===== config.mk =====
export PLATFORM = sky130hd
export DESIGN_NAME = affine_shape_matrix_builder_flat
export DESIGN_NICKNAME = d
export VERILOG_FILES = /design/src/design/asmb_pkg.sv /design/src/design/asmb_stream_if.sv /design/src/design/asmb_cordic_cell.sv /design/src/design/affine_shape_matrix_builder.sv /design/src/flat_wrapper.sv
export SDC_FILE = /design/constraint.sdc
export NUM_CORES = 1
export LEC_CHECK = 0
export ABC_CLOCK_PERIOD_IN_PS = 1300
export BUFFER_PORTS_ARGS = -buffer_cell sky130_fd_sc_hd__buf_2
export CAP_MARGIN = 20
export CORE_ASPECT_RATIO = 0.7
export CORE_MARGIN = 5
export CORE_UTILIZATION = 30
export CTS_CLUSTER_DIAMETER = 60
export CTS_CLUSTER_SIZE = 14
export DETAILED_ROUTE_END_ITERATION = 8
export HOLD_SLACK_MARGIN = 0.03
export MAX_ROUTING_LAYER = met4
export REMOVE_ABC_BUFFERS = 1
export SETUP_SLACK_MARGIN = 0.02
export SYNTH_ARGS = -nofsm -noshare
export SYNTH_HDL_FRONTEND = slang
export SYNTH_SLANG_ARGS = --single-unit
export TNS_END_PERCENT = 30

===== constraint.sdc =====
create_clock -name clk -period 1.3 [get_ports clk]
set_input_delay 0.26 -clock clk [delete_from_list [all_inputs] [get_ports clk]]
set_output_delay 0.26 -clock clk [all_outputs]
set_load 0.005 [all_outputs]

===== src/design/asmb_pkg.sv =====
`timescale 1ns / 1ps
// ----------------------------------------------------------------------------
// asmb_pkg
// shared widths, cordic constants and the atan table
// ----------------------------------------------------------------------------
package asmb_pkg;
	localparam int unsigned WORD_W = 32;
	localparam int unsigned ATAN_N = 32;
	localparam logic [63:0] DEG_TO_RAD_Q32 = 64'd74961321;
	localparam logic signed [33:0] CORDIC_INV_GAIN = 34'sd652032874;

	typedef logic signed [WORD_W-1:0] word_t;

	// one layer placement
	typedef struct packed {
		word_t rotation_deg;
		word_t pos_x;
		word_t pos_y;
		word_t skew_factor;
		word_t scale_x;
		word_t scale_y;
	} place_t;

	// one matrix
	typedef struct packed {
		word_t coef_a;
		word_t coef_b;
		word_t coef_c;
		word_t coef_d;
		word_t coef_e;
		word_t coef_f;
	} coef_t;

	// payload that travels along the cordic chain
	typedef struct packed {
		logic signed [33:0] x;
		logic signed [33:0] y;
		logic signed [33:0] z;
		logic neg_cos;
		word_t pos_x;
		word_t pos_y;
		word_t skew_factor;
		word_t scale_x;
		word_t scale_y;
	} rot_t;

	// truncated q2.30 radians of atan(2^-i)
	function automatic logic signed [33:0] atan_q30(input int unsigned i);
		logic [31:0] v;
		unique case (i)
			0: v = 32'h3243F6A8;  1: v = 32'h1DAC6705;  2: v = 32'h0FADBAFC;
			3: v = 32'h07F56EA6;  4: v = 32'h03FEAB76;  5: v = 32'h01FFD55B;
			6: v = 32'h00FFFAAA;  7: v = 32'h007FFF55;  8: v = 32'h003FFFEA;
			9: v = 32'h001FFFFD;  10: v = 32'h000FFFFF; 11: v = 32'h0007FFFF;
			12: v = 32'h0003FFFF; 13: v = 32'h0001FFFF; 14: v = 32'h0000FFFF;
			15: v = 32'h00007FFF; 16: v = 32'h00003FFF; 17: v = 32'h00001FFF;
			18: v = 32'h00000FFF; 19: v = 32'h000007FF; 20: v = 32'h000003FF;
			21: v = 32'h000001FF; 22: v = 32'h000000FF; 23: v = 32'h0000007F;
			24: v = 32'h0000003F; 25: v = 32'h0000001F; 26: v = 32'h0000000F;
			27: v = 32'h00000007; 28: v = 32'h00000003; 29: v = 32'h00000001;
			default: v = 32'h0;
		endcase
		return $signed({2'b00, v});
	endfunction
endpackage


===== src/design/asmb_stream_if.sv =====
`timescale 1ns / 1ps
// ----------------------------------------------------------------------------
// asmb_stream_if
// valid/ready channel carrying one payload beat
// ----------------------------------------------------------------------------
interface asmb_stream_if #(
	parameter type payload_t = logic
);
	logic valid;
	logic ready;
	payload_t data;

	modport source (output valid, output data, input ready);
	modport sink (input valid, input data, output ready);
endinterface


===== src/design/asmb_cordic_cell.sv =====
`timescale 1ns / 1ps
// ----------------------------------------------------------------------------
// asmb_cordic_cell
// one cordic micro-rotation with its pipeline register
// ----------------------------------------------------------------------------
module asmb_cordic_cell #(
	parameter int unsigned STAGE = 0
) (
	input logic clk,
	input logic arst_n,
	input logic en,
	input logic vld_in,
	input asmb_pkg::rot_t din,
	output logic vld_q,
	output asmb_pkg::rot_t dout_q
);
	import asmb_pkg::*;

	rot_t nxt;
	logic signed [33:0] dx, dy;

	always_comb begin
		dx = din.y >>> STAGE;
		dy = din.x >>> STAGE;
		nxt = din;
		if (STAGE < ATAN_N) begin
			if (!din.z[33]) begin
				nxt.x = din.x - dx;
				nxt.y = din.y + dy;
				nxt.z = din.z - atan_q30(STAGE);
			end else begin
				nxt.x = din.x + dx;
				nxt.y = din.y - dy;
				nxt.z = din.z + atan_q30(STAGE);
			end
		end
	end

	always_ff @(posedge clk or negedge arst_n) begin
		if (!arst_n) begin
			vld_q <= 1'b0;
		end else if (en) begin
			vld_q <= vld_in;
		end
	end

	always_ff @(posedge clk) begin
		if (en) begin
			dout_q <= nxt;
		end
	end
endmodule


===== src/design/affine_shape_matrix_builder.sv =====
`timescale 1ns / 1ps
// ----------------------------------------------------------------------------
// affine_shape_matrix_builder
// builds the 2d affine matrix translate*rotate*skew*scale per layer
// ----------------------------------------------------------------------------
// path: an input beat passes through s1 to s4, the cordic cells, m1 to m3 and the output register
// throughput: one beat per cycle; whole pipeline advances together and stalls
// only when the output register is full and not taken
// reset: arst_n clears all valid flags; payload registers are not reset
module affine_shape_matrix_builder #(
	parameter int unsigned FRAC_BITS = 16,
	parameter int unsigned CORDIC_STAGES = 16
) (
	input logic clk,
	input logic arst_n,
	asmb_stream_if.sink in_ch,
	asmb_stream_if.source out_ch
);
	import asmb_pkg::*;

	localparam logic signed [63:0] PERIOD = 64'sd360 <<< FRAC_BITS;
	localparam logic signed [63:0] Q90 = 64'sd90 <<< FRAC_BITS;
	localparam logic signed [63:0] Q180 = 64'sd180 <<< FRAC_BITS;
	localparam logic signed [63:0] Q270 = 64'sd270 <<< FRAC_BITS;
	localparam logic signed [63:0] LIM = 64'sh0_FFFF_FFFF;
	// 32768 full turns in whole degrees, keeps the biased integer part positive
	localparam logic signed [31:0] ANGLE_BIAS = 32'sd11796480;
	// ceil(2^34 / 360), exact floor division for every biased value below 2^25
	localparam logic [50:0] RECIP_360 = 51'd47721859;
	localparam logic [63:0] LO_MASK = (64'd1 << FRAC_BITS) - 64'd1;

	// whole pipe moves when the output slot is free or being drained
	logic en;
	assign en = !out_ch.valid || out_ch.ready;
	assign in_ch.ready = en;

	place_t pin;
	assign pin = in_ch.data;

	// ---------------- s1: angle range reduction step one ----------------
	// split the angle into whole degrees and fraction; the whole degrees get a
	// positive bias of full turns and are divided by 360 with a reciprocal
	logic signed [31:0] hi_deg;
	logic [24:0] hoff;
	logic [50:0] qp;
	logic v_s1;
	logic [24:0] hoff_s1;
	logic [16:0] q_s1;
	place_t p_s1;

	always_comb begin
		hi_deg = $signed(pin.rotation_deg) >>> FRAC_BITS;
		hoff = 25'(hi_deg + ANGLE_BIAS);
		qp = 51'(hoff) * RECIP_360;
	end

	always_ff @(posedge clk or negedge arst_n) begin
		if (!arst_n) v_s1 <= 1'b0;
		else if (en) v_s1 <= in_ch.valid;
	end
	always_ff @(posedge clk) begin
		if (en) begin
			hoff_s1 <= hoff;
			q_s1 <= qp[50:34];
			p_s1 <= pin;
		end
	end

	// ---------------- s2: finish modulo ----------------
	// whole degrees mod 360 back on top of the untouched fraction bits
	logic [24:0] rem25;
	logic signed [63:0] m2;
	logic v_s2;
	logic signed [63:0] m_s2;
	place_t p_s2;
	always_comb begin
		rem25 = hoff_s1 - 25'(q_s1 * 25'd360);
		m2 = $signed((64'(rem25) << FRAC_BITS) | ({32'd0, p_s1.rotation_deg} & LO_MASK));
	end
	always_ff @(posedge clk or negedge arst_n) begin
		if (!arst_n) v_s2 <= 1'b0;
		else if (en) v_s2 <= v_s1;
	end
	always_ff @(posedge clk) begin
		if (en) begin
			m_s2 <= m2;
			p_s2 <= p_s1;
		end
	end

	// ---------------- s3: quadrant fold and magnitude ----------------
	logic signed [63:0] mf;
	logic nc;
	logic v_s3, neg_s3, nc_s3;
	logic [31:0] mag_s3;
	place_t p_s3;
	always_comb begin
		mf = m_s2;
		nc = 1'b0;
		if (mf >= Q90 && mf < Q270) begin
			mf = Q180 - mf;
			nc = 1'b1;
		end else if (mf >= Q270) begin
			mf = mf - PERIOD;
		end
	end
	always_ff @(posedge clk or negedge arst_n) begin
		if (!arst_n) v_s3 <= 1'b0;
		else if (en) v_s3 <= v_s2;
	end
	always_ff @(posedge clk) begin
		if (en) begin
			neg_s3 <= mf[63];
			nc_s3 <= nc;
			mag_s3 <= mf[63] ? 32'(-mf) : 32'(mf);
			p_s3 <= p_s2;
		end
	end

	// ---------------- s4: degrees to radians ----------------
	logic [63:0] radp;
	logic v_s4;
	rot_t r_s4;
	always_comb radp = ({32'd0, mag_s3} * DEG_TO_RAD_Q32) >> (FRAC_BITS + 2);
	always_ff @(posedge clk or negedge arst_n) begin
		if (!arst_n) v_s4 <= 1'b0;
		else if (en) v_s4 <= v_s3;
	end
	always_ff @(posedge clk) begin
		if (en) begin
			r_s4.x <= CORDIC_INV_GAIN;
			r_s4.y <= '0;
			r_s4.z <= neg_s3 ? -$signed(radp[33:0]) : $signed(radp[33:0]);
			r_s4.neg_cos <= nc_s3;
			r_s4.pos_x <= p_s3.pos_x;
			r_s4.pos_y <= p_s3.pos_y;
			r_s4.skew_factor <= p_s3.skew_factor;
			r_s4.scale_x <= p_s3.scale_x;
			r_s4.scale_y <= p_s3.scale_y;
		end
	end

	// ---------------- cordic chain of cells ----------------
	logic v_c [CORDIC_STAGES+1];
	rot_t r_c [CORDIC_STAGES+1];
	assign v_c[0] = v_s4;
	assign r_c[0] = r_s4;
	for (genvar g = 0; g < CORDIC_STAGES; g++) begin : g_cell
		asmb_cordic_cell #(.STAGE(g)) u_cell (
			.clk(clk), .arst_n(arst_n), .en(en),
			.vld_in(v_c[g]), .din(r_c[g]),
			.vld_q(v_c[g+1]), .dout_q(r_c[g+1])
		);
	end

	rot_t rc;
	logic signed [33:0] cs, sn;
	assign rc = r_c[CORDIC_STAGES];
	assign cs = rc.neg_cos ? -rc.x : rc.x;
	assign sn = rc.y;

	// ---------------- m1: products with cos/sin ----------------
	logic v_m1;
	logic signed [65:0] cs_skew_m1, sn_skew_m1, a_m1, c_m1;
	logic signed [33:0] cs_m1, sn_m1;
	word_t sy_m1, px_m1, py_m1;
	always_ff @(posedge clk or negedge arst_n) begin
		if (!arst_n) v_m1 <= 1'b0;
		else if (en) v_m1 <= v_c[CORDIC_STAGES];
	end
	always_ff @(posedge clk) begin
		if (en) begin
			cs_skew_m1 <= 66'(cs) * 66'(rc.skew_factor);
			sn_skew_m1 <= 66'(sn) * 66'(rc.skew_factor);
			a_m1 <= 66'(cs) * 66'(rc.scale_x);
			c_m1 <= 66'(sn) * 66'(rc.scale_x);
			cs_m1 <= cs;
			sn_m1 <= sn;
			sy_m1 <= rc.scale_y;
			px_m1 <= rc.pos_x;
			py_m1 <= rc.pos_y;
		end
	end

	function automatic logic signed [63:0] rnd(input logic signed [65:0] v, input int s);
		logic signed [65:0] t;
		t = (v + (66'sd1 <<< (s - 1))) >>> s;
		return t[63:0];
	endfunction
	function automatic word_t sat(input logic signed [63:0] v);
		if (v > 64'sd2147483647) return 32'sh7FFF_FFFF;
		if (v < -64'sd2147483648) return 32'sh8000_0000;
		return v[31:0];
	endfunction

	// ---------------- m2: inner terms ----------------
	logic v_m2;
	logic signed [33:0] tb_m2, td_m2;
	word_t a_m2, c_m2, sy_m2, px_m2, py_m2;
	logic signed [63:0] tbr, tdr, tbc, tdc;
	always_comb begin
		tbr = rnd(cs_skew_m1 - (66'(sn_m1) <<< FRAC_BITS), 30);
		tdr = rnd(sn_skew_m1 + (66'(cs_m1) <<< FRAC_BITS), 30);
		tbc = tbr > LIM ? LIM : (tbr < -LIM ? -LIM : tbr);
		tdc = tdr > LIM ? LIM : (tdr < -LIM ? -LIM : tdr);
	end
	always_ff @(posedge clk or negedge arst_n) begin
		if (!arst_n) v_m2 <= 1'b0;
		else if (en) v_m2 <= v_m1;
	end
	always_ff @(posedge clk) begin
		if (en) begin
			tb_m2 <= tbc[33:0];
			td_m2 <= tdc[33:0];
			a_m2 <= sat(rnd(a_m1, 30));
			c_m2 <= sat(rnd(c_m1, 30));
			sy_m2 <= sy_m1;
			px_m2 <= px_m1;
			py_m2 <= py_m1;
		end
	end

	// ---------------- m3: scale_y products ----------------
	logic v_m3;
	logic signed [65:0] b_m3, d_m3;
	word_t a_m3, c_m3, px_m3, py_m3;
	always_ff @(posedge clk or negedge arst_n) begin
		if (!arst_n) v_m3 <= 1'b0;
		else if (en) v_m3 <= v_m2;
	end
	always_ff @(posedge clk) begin
		if (en) begin
			b_m3 <= 66'(tb_m2) * 66'(sy_m2);
			d_m3 <= 66'(td_m2) * 66'(sy_m2);
			a_m3 <= a_m2;
			c_m3 <= c_m2;
			px_m3 <= px_m2;
			py_m3 <= py_m2;
		end
	end

	// ---------------- output register ----------------
	coef_t res_q;
	logic vout_q;
	always_ff @(posedge clk or negedge arst_n) begin
		if (!arst_n) vout_q <= 1'b0;
		else if (en) vout_q <= v_m3;
	end
	always_ff @(posedge clk) begin
		if (en) begin
			res_q.coef_a <= a_m3;
			res_q.coef_b <= sat(rnd(b_m3, FRAC_BITS));
			res_q.coef_c <= c_m3;
			res_q.coef_d <= sat(rnd(d_m3, FRAC_BITS));
			res_q.coef_e <= px_m3;
			res_q.coef_f <= py_m3;
		end
	end
	assign out_ch.valid = vout_q;
	assign out_ch.data = res_q;
endmodule

===== src/flat_wrapper.sv =====
// flat-port wrapper written by rule: the top's interface ports become plain ports
module affine_shape_matrix_builder_flat import asmb_pkg::*;
#(
	parameter int unsigned FRAC_BITS = 16,
	parameter int unsigned CORDIC_STAGES = 16
)
  (clk, arst_n, in_ch_valid, in_ch_data, in_ch_ready, out_ch_valid, out_ch_data, out_ch_ready);
  asmb_stream_if in_ch_i ();
  asmb_stream_if out_ch_i ();
  input logic clk;
  input logic arst_n;
  input wire logic [$bits(in_ch_i.valid)-1:0] in_ch_valid;
  input wire logic [$bits(in_ch_i.data)-1:0] in_ch_data;
  output wire logic [$bits(in_ch_i.ready)-1:0] in_ch_ready;
  output wire logic [$bits(out_ch_i.valid)-1:0] out_ch_valid;
  output wire logic [$bits(out_ch_i.data)-1:0] out_ch_data;
  input wire logic [$bits(out_ch_i.ready)-1:0] out_ch_ready;
  assign in_ch_i.valid = in_ch_valid;
  assign in_ch_i.data = in_ch_data;
  assign in_ch_ready = in_ch_i.ready;
  assign out_ch_valid = out_ch_i.valid;
  assign out_ch_data = out_ch_i.data;
  assign out_ch_i.ready = out_ch_ready;
  affine_shape_matrix_builder #(.FRAC_BITS(FRAC_BITS), .CORDIC_STAGES(CORDIC_STAGES)) u_core (.clk(clk), .arst_n(arst_n), .in_ch(in_ch_i), .out_ch(out_ch_i));
endmodule

==> results.md, run 1 <==
- Final setup violation count: 0
- Remaining antenna violation count: 0
- Via density: about 4.3
- Synth cell types: 8
- Starting utilization of the core area: 31.31%
- Clock skew: between 0.003 and 0.004 ns
- Post-synth top area share: roughly 61%
- Yosys reg bits: 24
- Run status: complete, no violations
- Tcrit/Tclk final: ~94%
- FFs w/ async S/R, synth: between 90% and 100%
- Hold Crit Depth: 2
- Worst path slowest cell: dfrtp_1
- Final net count: 70
- Total power: between 2000 and 3000 µW
- First-pass GRT wire length: between 2000 and 2500 µm
- Crit path launch type: register
- CTS tree: done
- Total of max-cap violations: 0
- Post-synth EDFFs: 0
- Syn_area_per_cell: ~18 µm²
- Relative slew slack: 65.64%
- Fmax: between 800 and 900 MHz
- Initial DRC Count: 16
- Clock Tree Buf Depth: 2
- Die height: 58.12 µm
- Initial antenna violation count: 0
- Cells after Synth: between 50 and 60
- Placer's final routability congestion estimate: a little under 0.7
- Largest net degree at the start of global routing: 25
- RSZ-0062 raised after global routing: false
- Residual DRC: 0
- Reg2reg path depth: 4
- H-tree levels: 1
- Critical path, cell by cell: nand2b_4 > buf_12 > buf_2
- Die Wd: about 79 µm
- Diode count: 0
- Leak Pwr: 0.0005485 µW
- Routed len/inst: about 13 µm
- Clk sinks: 24
- P per Cell Area: roughly 2400 mW/mm²
- Layout cells sized above 1: ~57%
- Clock Latency Late Sink: 0.26 ns
- Core footprint: approximately 0.0032 mm²
- Vias in the first global route: ~460
- Top post-synthesis cells by count: 24 x dfrtp_1, 18 x mux2_4, 5 x mux2_2, 3 x buf_6
- Clock transition at path regs: approximately 0.08 ns
- Crit-path max FO: 2
- Worst path required time: approximately 1.0 ns
- Die area: roughly 0.0046 mm²
- Rows: 17
- Critical path class: reg2out
- Count leader, synth: dfrtp_1
- Final slew viol count: 0
- Critical Path Max Stage Delay: roughly 0.39 ns
- IO buf count: 5
- HP Class: in2reg
- Biggest area consumer among synthesized cells: dfrtp_1
- Worst IR drop on VDD: a little over 0.0007 V
- CTS Buf Count: 3
- Setup Total Neg Slack: 0 ns
- CP arrival: 0.96 ns
- Area contributors post-synth: dfrtp_1 61%, mux2_4 27%, mux2_2 5.7%
- Worst setup EP type: output pin
- Main flop type after synthesis: dfrtp_1
- Slew @ Worst Pin: slightly above 0.5 ns
- Via count: about 440
- Total grt overflow: 0
- Root buffer cell: clkbuf_8
- Fin. Hold Viols: 0
- Area Growth Syn to Fin: 15.13%
- DP HPWL: between 800 and 900 µm
- Period minus WS final: around 1.2 ns
- Fillers: about 280
- Global-route usage over all layers: about 6.6%
- Synth warn: 0
- Post-synthesis sequential area ratio: 60.53%
- Cell area after synthesis: 992.2 µm²
- Drt total wl: about 1300 µm
- I/O pins: 8
- DRT Pass-1 Iters: 2
[final timing paths]
kind                                                 start                                        end  slack [ns]
setup / recovery           u_core.out_ch.valid$_DFFE_PN0P_                                in_ch_ready        0.08
hold / removal                                 in_ch_valid                    u_core.v_s1$_DFFE_PN0P_        0.23
setup reg to reg           u_core.out_ch.valid$_DFFE_PN0P_  u_core.g_cell[3].u_cell.vld_q$_DFFE_PN0P_        0.11
max in group asynchronous                           arst_n  u_core.g_cell[4].u_cell.vld_q$_DFFE_PN0P_        0.45
hold reg to reg                    u_core.v_m3$_DFFE_PN0P_            u_core.out_ch.valid$_DFFE_PN0P_        0.48
min in group asynchronous                           arst_n                    u_core.v_m2$_DFFE_PN0P_        0.50
[final cells by class]
type	instances	area [µm²]	share of cell area, %
sequential	24	600.6	52.57
multi-input combinational	26	350.3	30.67
timing repair buffer	10	102.6	8.981
tap	38	47.55	4.162
clock buffer	3	41.29	3.614
[routing by layer]
| layer | part of all wire, % | global-route usage [%] |
|---|---|---|
| met1 | 48 | 7.633 |
| met2 | 45 | 9.794 |
| met3 | 4.8 | 3.261 |
| met4 | 1.5 | 2.993 |
| met5 | 0 | - |
[worst max-delay path, delay by kind of cell (launching register included)]
| family | cells | cell delay [ns] |
|---|---|---|
| buffers and inverters | 2 | 0.24 |
| AND/OR/NAND/NOR | 1 | 0.07 |
| flip-flops | 1 | 0.39 |
[placed cells by master, fill, tap and decap left out, types with 3 or more instances in the layout]
cell type	netlist	layout
dfrtp_1	24	24
mux2_4	18	18
mux2_2	5	5
buf_2	0	5
clkbuf_8	0	3
buf_12	0	3
[sequential cells by signal (all words and copies together), names as in the netlist]
signal and cells:
u_core.g_cell.u_cell.vld_q 16, u_core.out_ch.valid 1, u_core.v_m1 1, u_core.v_m2 1, u_core.v_m3 1, u_core.v_s1 1
u_core.v_s2 1, u_core.v_s3 1, u_core.v_s4 1
[cells by family (layout without fill, tap and decap cells)]
family | Yosys count | after routing | synth area share (%)
buffers and inverters | 4 | 13 | 4.161
and+or+nand+nor | 2 | 2 | 2.018
other | 1 | 1 | 0.3779
muxes | 23 | 23 | 32.91
DFF | 24 | 24 | 60.53
[through the flow]
stage               setup WS, ns  cells  util [%]  cell area (µm²)  hold WS [ns]
finish                   0.08037    101     36.04             1142        0.2336
global route             0.03110    101     36.04             1142        0.2272
CTS                      0.04387    100     35.81             1135        0.2282
detailed placement        0.2020     95     33.56             1064        0.2763
global placement          0.2107     95     33.56             1064        0.2545
floorplan                 0.1039     50         -            950.9      -0.03559
[where the power goes]
group | internal [µW] | switching [µW] | leakage (µW)
registers | 1130 | 206 | 0.000279
clock network | 207 | 210 | 0.0000216
logic | 714 | 259 | 0.000248
total | 2050 | 675 | 0.000549
[what timing repair did]
| item | in CTS | in global routing |
|---|---|---|
| buffers inserted | 1 | 1 |
| endpoints found under the setup margin | 1 | 1 |
| hold buffers | 1 | 0 |
| resized for setup | 0 | 0 |
| hold endpoints to repair | 24 | 0 |
No activity file was read; power rests on OpenSTA's default activity.
==> run 2: changes to the inputs <==
==> constraint.sdc (replaced) <==
create_clock -name clk -period 1.3 [get_ports clk]
set_input_delay 0 -clock clk [delete_from_list [all_inputs] [get_ports clk]]
set_output_delay 0 -clock clk [all_outputs]
set_load 0.005 [all_outputs]
==> run 2 against run 1 <==
Compared with the run above:
- clock power increased by 15%
- register-to-register slack improved by 0.09 ns
- cell count did not move
- utilization decreased by 0.12 points
- via count down 5.3%
- sequential power about the same
- non-clock buffer count down 1
- flip-flop and latch count unchanged
- die area did not move
- worst hold slack worse by 0.017 ns
- critical endpoint is now u_core.g_cell[3].u_cell.vld_q$_DFFE_PN0P_
- setup slack improved by 0.12 ns
==> results.md, run 2 (same netlist as run 1, synthesis figures left out) <==
- Run status: complete, no violations (unchanged)
- Diode count: 0 (unchanged)
- Worst IR drop on VDD: 0.0006068 V (was 0.0007063 V)
- Total power: 2726 µW (was 2723 µW)
- Period minus WS final: 1.102 ns (was 1.220 ns)
- Layout cells sized above 1: 55.56% (was 57.14%)
- Vias in the first global route: 465 (was 464)
- Worst setup EP type: register (was output pin)
- Worst path required time: 1.44 ns (was 1.04 ns)
- Final setup violation count: 0 (unchanged)
- Relative slew slack: 65.72% (was 65.64%)
- Clock Latency Late Sink: 0.26 ns (about the same)
- Die height: 58.12 µm (unchanged)
- CP arrival: 1.25 ns (was 0.96 ns)
- Commonest non-fill, non-tap cell in the layout: dfrtp_1 (unchanged)
- Hold Crit Depth: 4 (was 2)
- Initial DRC Count: 22 (was 16)
- Drt total wl: 1225 µm (was 1282 µm)
- Hold endpoint: u_core.out_ch.valid$_DFFE_PN0P_ (was u_core.v_s1$_DFFE_PN0P_)
- Total of max-cap violations: 0 (unchanged)
- Root buffer cell: clkbuf_8 (unchanged)
- Tcrit/Tclk final: 84.76% (was 93.82%)
- Clock transition at path regs: 0.08 ns (about the same)
- End of the worst register-to-register path: u_core.g_cell[3].u_cell.vld_q$_DFFE_PN0P_ (unchanged)
- Global-route usage over all layers: 6.658% (was 6.639%)
- Reg2reg path depth: 3 (was 4)
- Clock Tree Buf Depth: 2 (unchanged)
- Residual DRC: 0 (unchanged)
- HP Class: in2reg (unchanged)
- Via density: 4.099 (was 4.327)
- First-pass GRT wire length: 2208 µm (was 2180 µm)
- Fmax: 907.5 MHz (was 819.9 MHz)
- Core footprint: 0.003169 mm² (unchanged)
- IO buf count: 5 (unchanged)
- Final net count: 69 (was 70)
- DRT Pass-1 Iters: 2 (unchanged)
- Routed len/inst: 12.13 µm (was 12.69 µm)
- Highest-count cells in the layout ignoring fill and taps: 24 x dfrtp_1, 18 x mux2_4, 5 x mux2_2, 5 x buf_2, 4 x clkbuf_8 (was 24 x dfrtp_1, 18 x mux2_4, 5 x mux2_2, 5 x buf_2)
- Reg2reg start: u_core.out_ch.valid$_DFFE_PN0P_ (unchanged)
- Crit-path max FO: 11 (was 2)
- CTS tree: done (unchanged)
- Final slew viol count: 0 (unchanged)
- Via count: 414 (was 437)
- Clock skew: 0.005297 ns (was 0.003672 ns)
- Critical path class: reg2reg (was reg2out)
- Resized cells post-CTS: 0 (unchanged)
- Starting utilization of the core area: 31.31% (unchanged)
- Rows: 17 (unchanged)
- Die area: 0.004576 mm² (unchanged)
- CTS Buf Count: 3 (unchanged)
- Placed Area: 0.001064 mm² (unchanged)
- Die Wd: 78.74 µm (unchanged)
- Area Growth Syn to Fin: 14.75% (was 15.13%)
- R2R setup slack: 0.20 ns (was 0.11 ns)
- DP HPWL: 787.9 µm (was 840.9 µm)
- Design Area, Final: 0.001139 mm² (was 0.001142 mm²)
- P per Cell Area: 2394 mW/mm² (was 2383 mW/mm²)
- Worst setup path startpoint: u_core.out_ch.valid$_DFFE_PN0P_ (unchanged)
- Placer's final routability congestion estimate: 0.6973 (was 0.6959)
- Fillers: 290 (was 283)
- Leak Pwr: 0.0005455 µW (was 0.0005485 µW)
- Crit path launch type: register (unchanged)
- H-tree levels: 1 (unchanged)
- Setup Total Neg Slack: 0 ns (unchanged)
- Max reg flops: 16 (unchanged)
- Fin. Hold Viols: 0 (unchanged)
- RSZ-0062 raised after global routing: false (unchanged)
- Initial antenna violation count: 0 (unchanged)
- Largest net degree at the start of global routing: 25 (unchanged)
- Slew @ Worst Pin: 0.5142 ns (was 0.5153 ns)
- Most flop-heavy register: u_core.g_cell.u_cell.vld_q (unchanged)
- Clk sinks: 24 (unchanged)
- I/O pins: 8 (unchanged)
- Hold path startpoint: out_ch_ready (was in_ch_valid)
- Remaining antenna violation count: 0 (unchanged)
- Total grt overflow: 0 (unchanged)
[run 2: changes by cell type in the layout (fill, tap and decap cells not counted)]
cell           before  now
dlygate4sd3_1       1    2
clkbuf_8            3    4
buf_12              3    2
buf_4               1    0
[run 2: worst max-delay path by stage]
stage,end
after global placement,u_core.g_cell[2].u_cell.vld_q$_DFFE_PN0P_
after detailed placement,u_core.g_cell[6].u_cell.vld_q$_DFFE_PN0P_
final,u_core.g_cell[3].u_cell.vld_q$_DFFE_PN0P_
after global routing,u_core.g_cell[4].u_cell.vld_q$_DFFE_PN0P_
after floorplan,u_core.g_cell[2].u_cell.vld_q$_DFFE_PN0P_
after CTS,u_core.g_cell[2].u_cell.vld_q$_DFFE_PN0P_
[run 2: final cells by class]
| cell class | instances | area, µm² | share of cell area (%) |
|---|---|---|---|
| Clock buffer | 4 | 55.05 | 4.835 |
| Sequential cell | 24 | 600.6 | 52.75 |
| Timing Repair Buffer | 9 | 85.08 | 7.473 |
| Tap cell | 38 | 47.55 | 4.176 |
| Multi-Input combinational cell | 26 | 350.3 | 30.77 |
[run 2: stage by stage]
step                      std cells  util, %  setup slack [ns]  hold WS, ns
after floorplan                  50        -            0.1039      -0.2956
after CTS                       101    35.93            0.1897       0.2140
after global placement           95    33.56            0.2138    -0.005412
after detailed placement         95    33.56            0.2074      0.01201
after global routing            101    35.93            0.1497       0.2209
final                           101    35.93            0.1981       0.2167
[run 2: repair_timing]
item,CTS,global route
buffers inserted,0,0
hold buffers,2,0
hold endpoints to repair,25,0
[run 2: power by group]
| group | switching, µW | internal, µW |
|---|---|---|
| clock network | 211 | 269 |
| logic | 242 | 675 |
| registers | 202 | 1130 |
| total | 655 | 2070 |
[run 2: worst max-delay path, cell delays in order, from the launching register on]
cell,delay [ns]
dfrtp_1,0.41
nand2b_4,0.11
buf_12,0.14
mux2_2,0.33
[run 2: routing by layer]
layer	up-vias	part of all wire, %	track usage, %
li1	198	-	-
met4	0	1.7	2.993
met3	2	6.1	3.727
met1	205	48	7.486
met2	9	44	9.674
met5	-	0	-
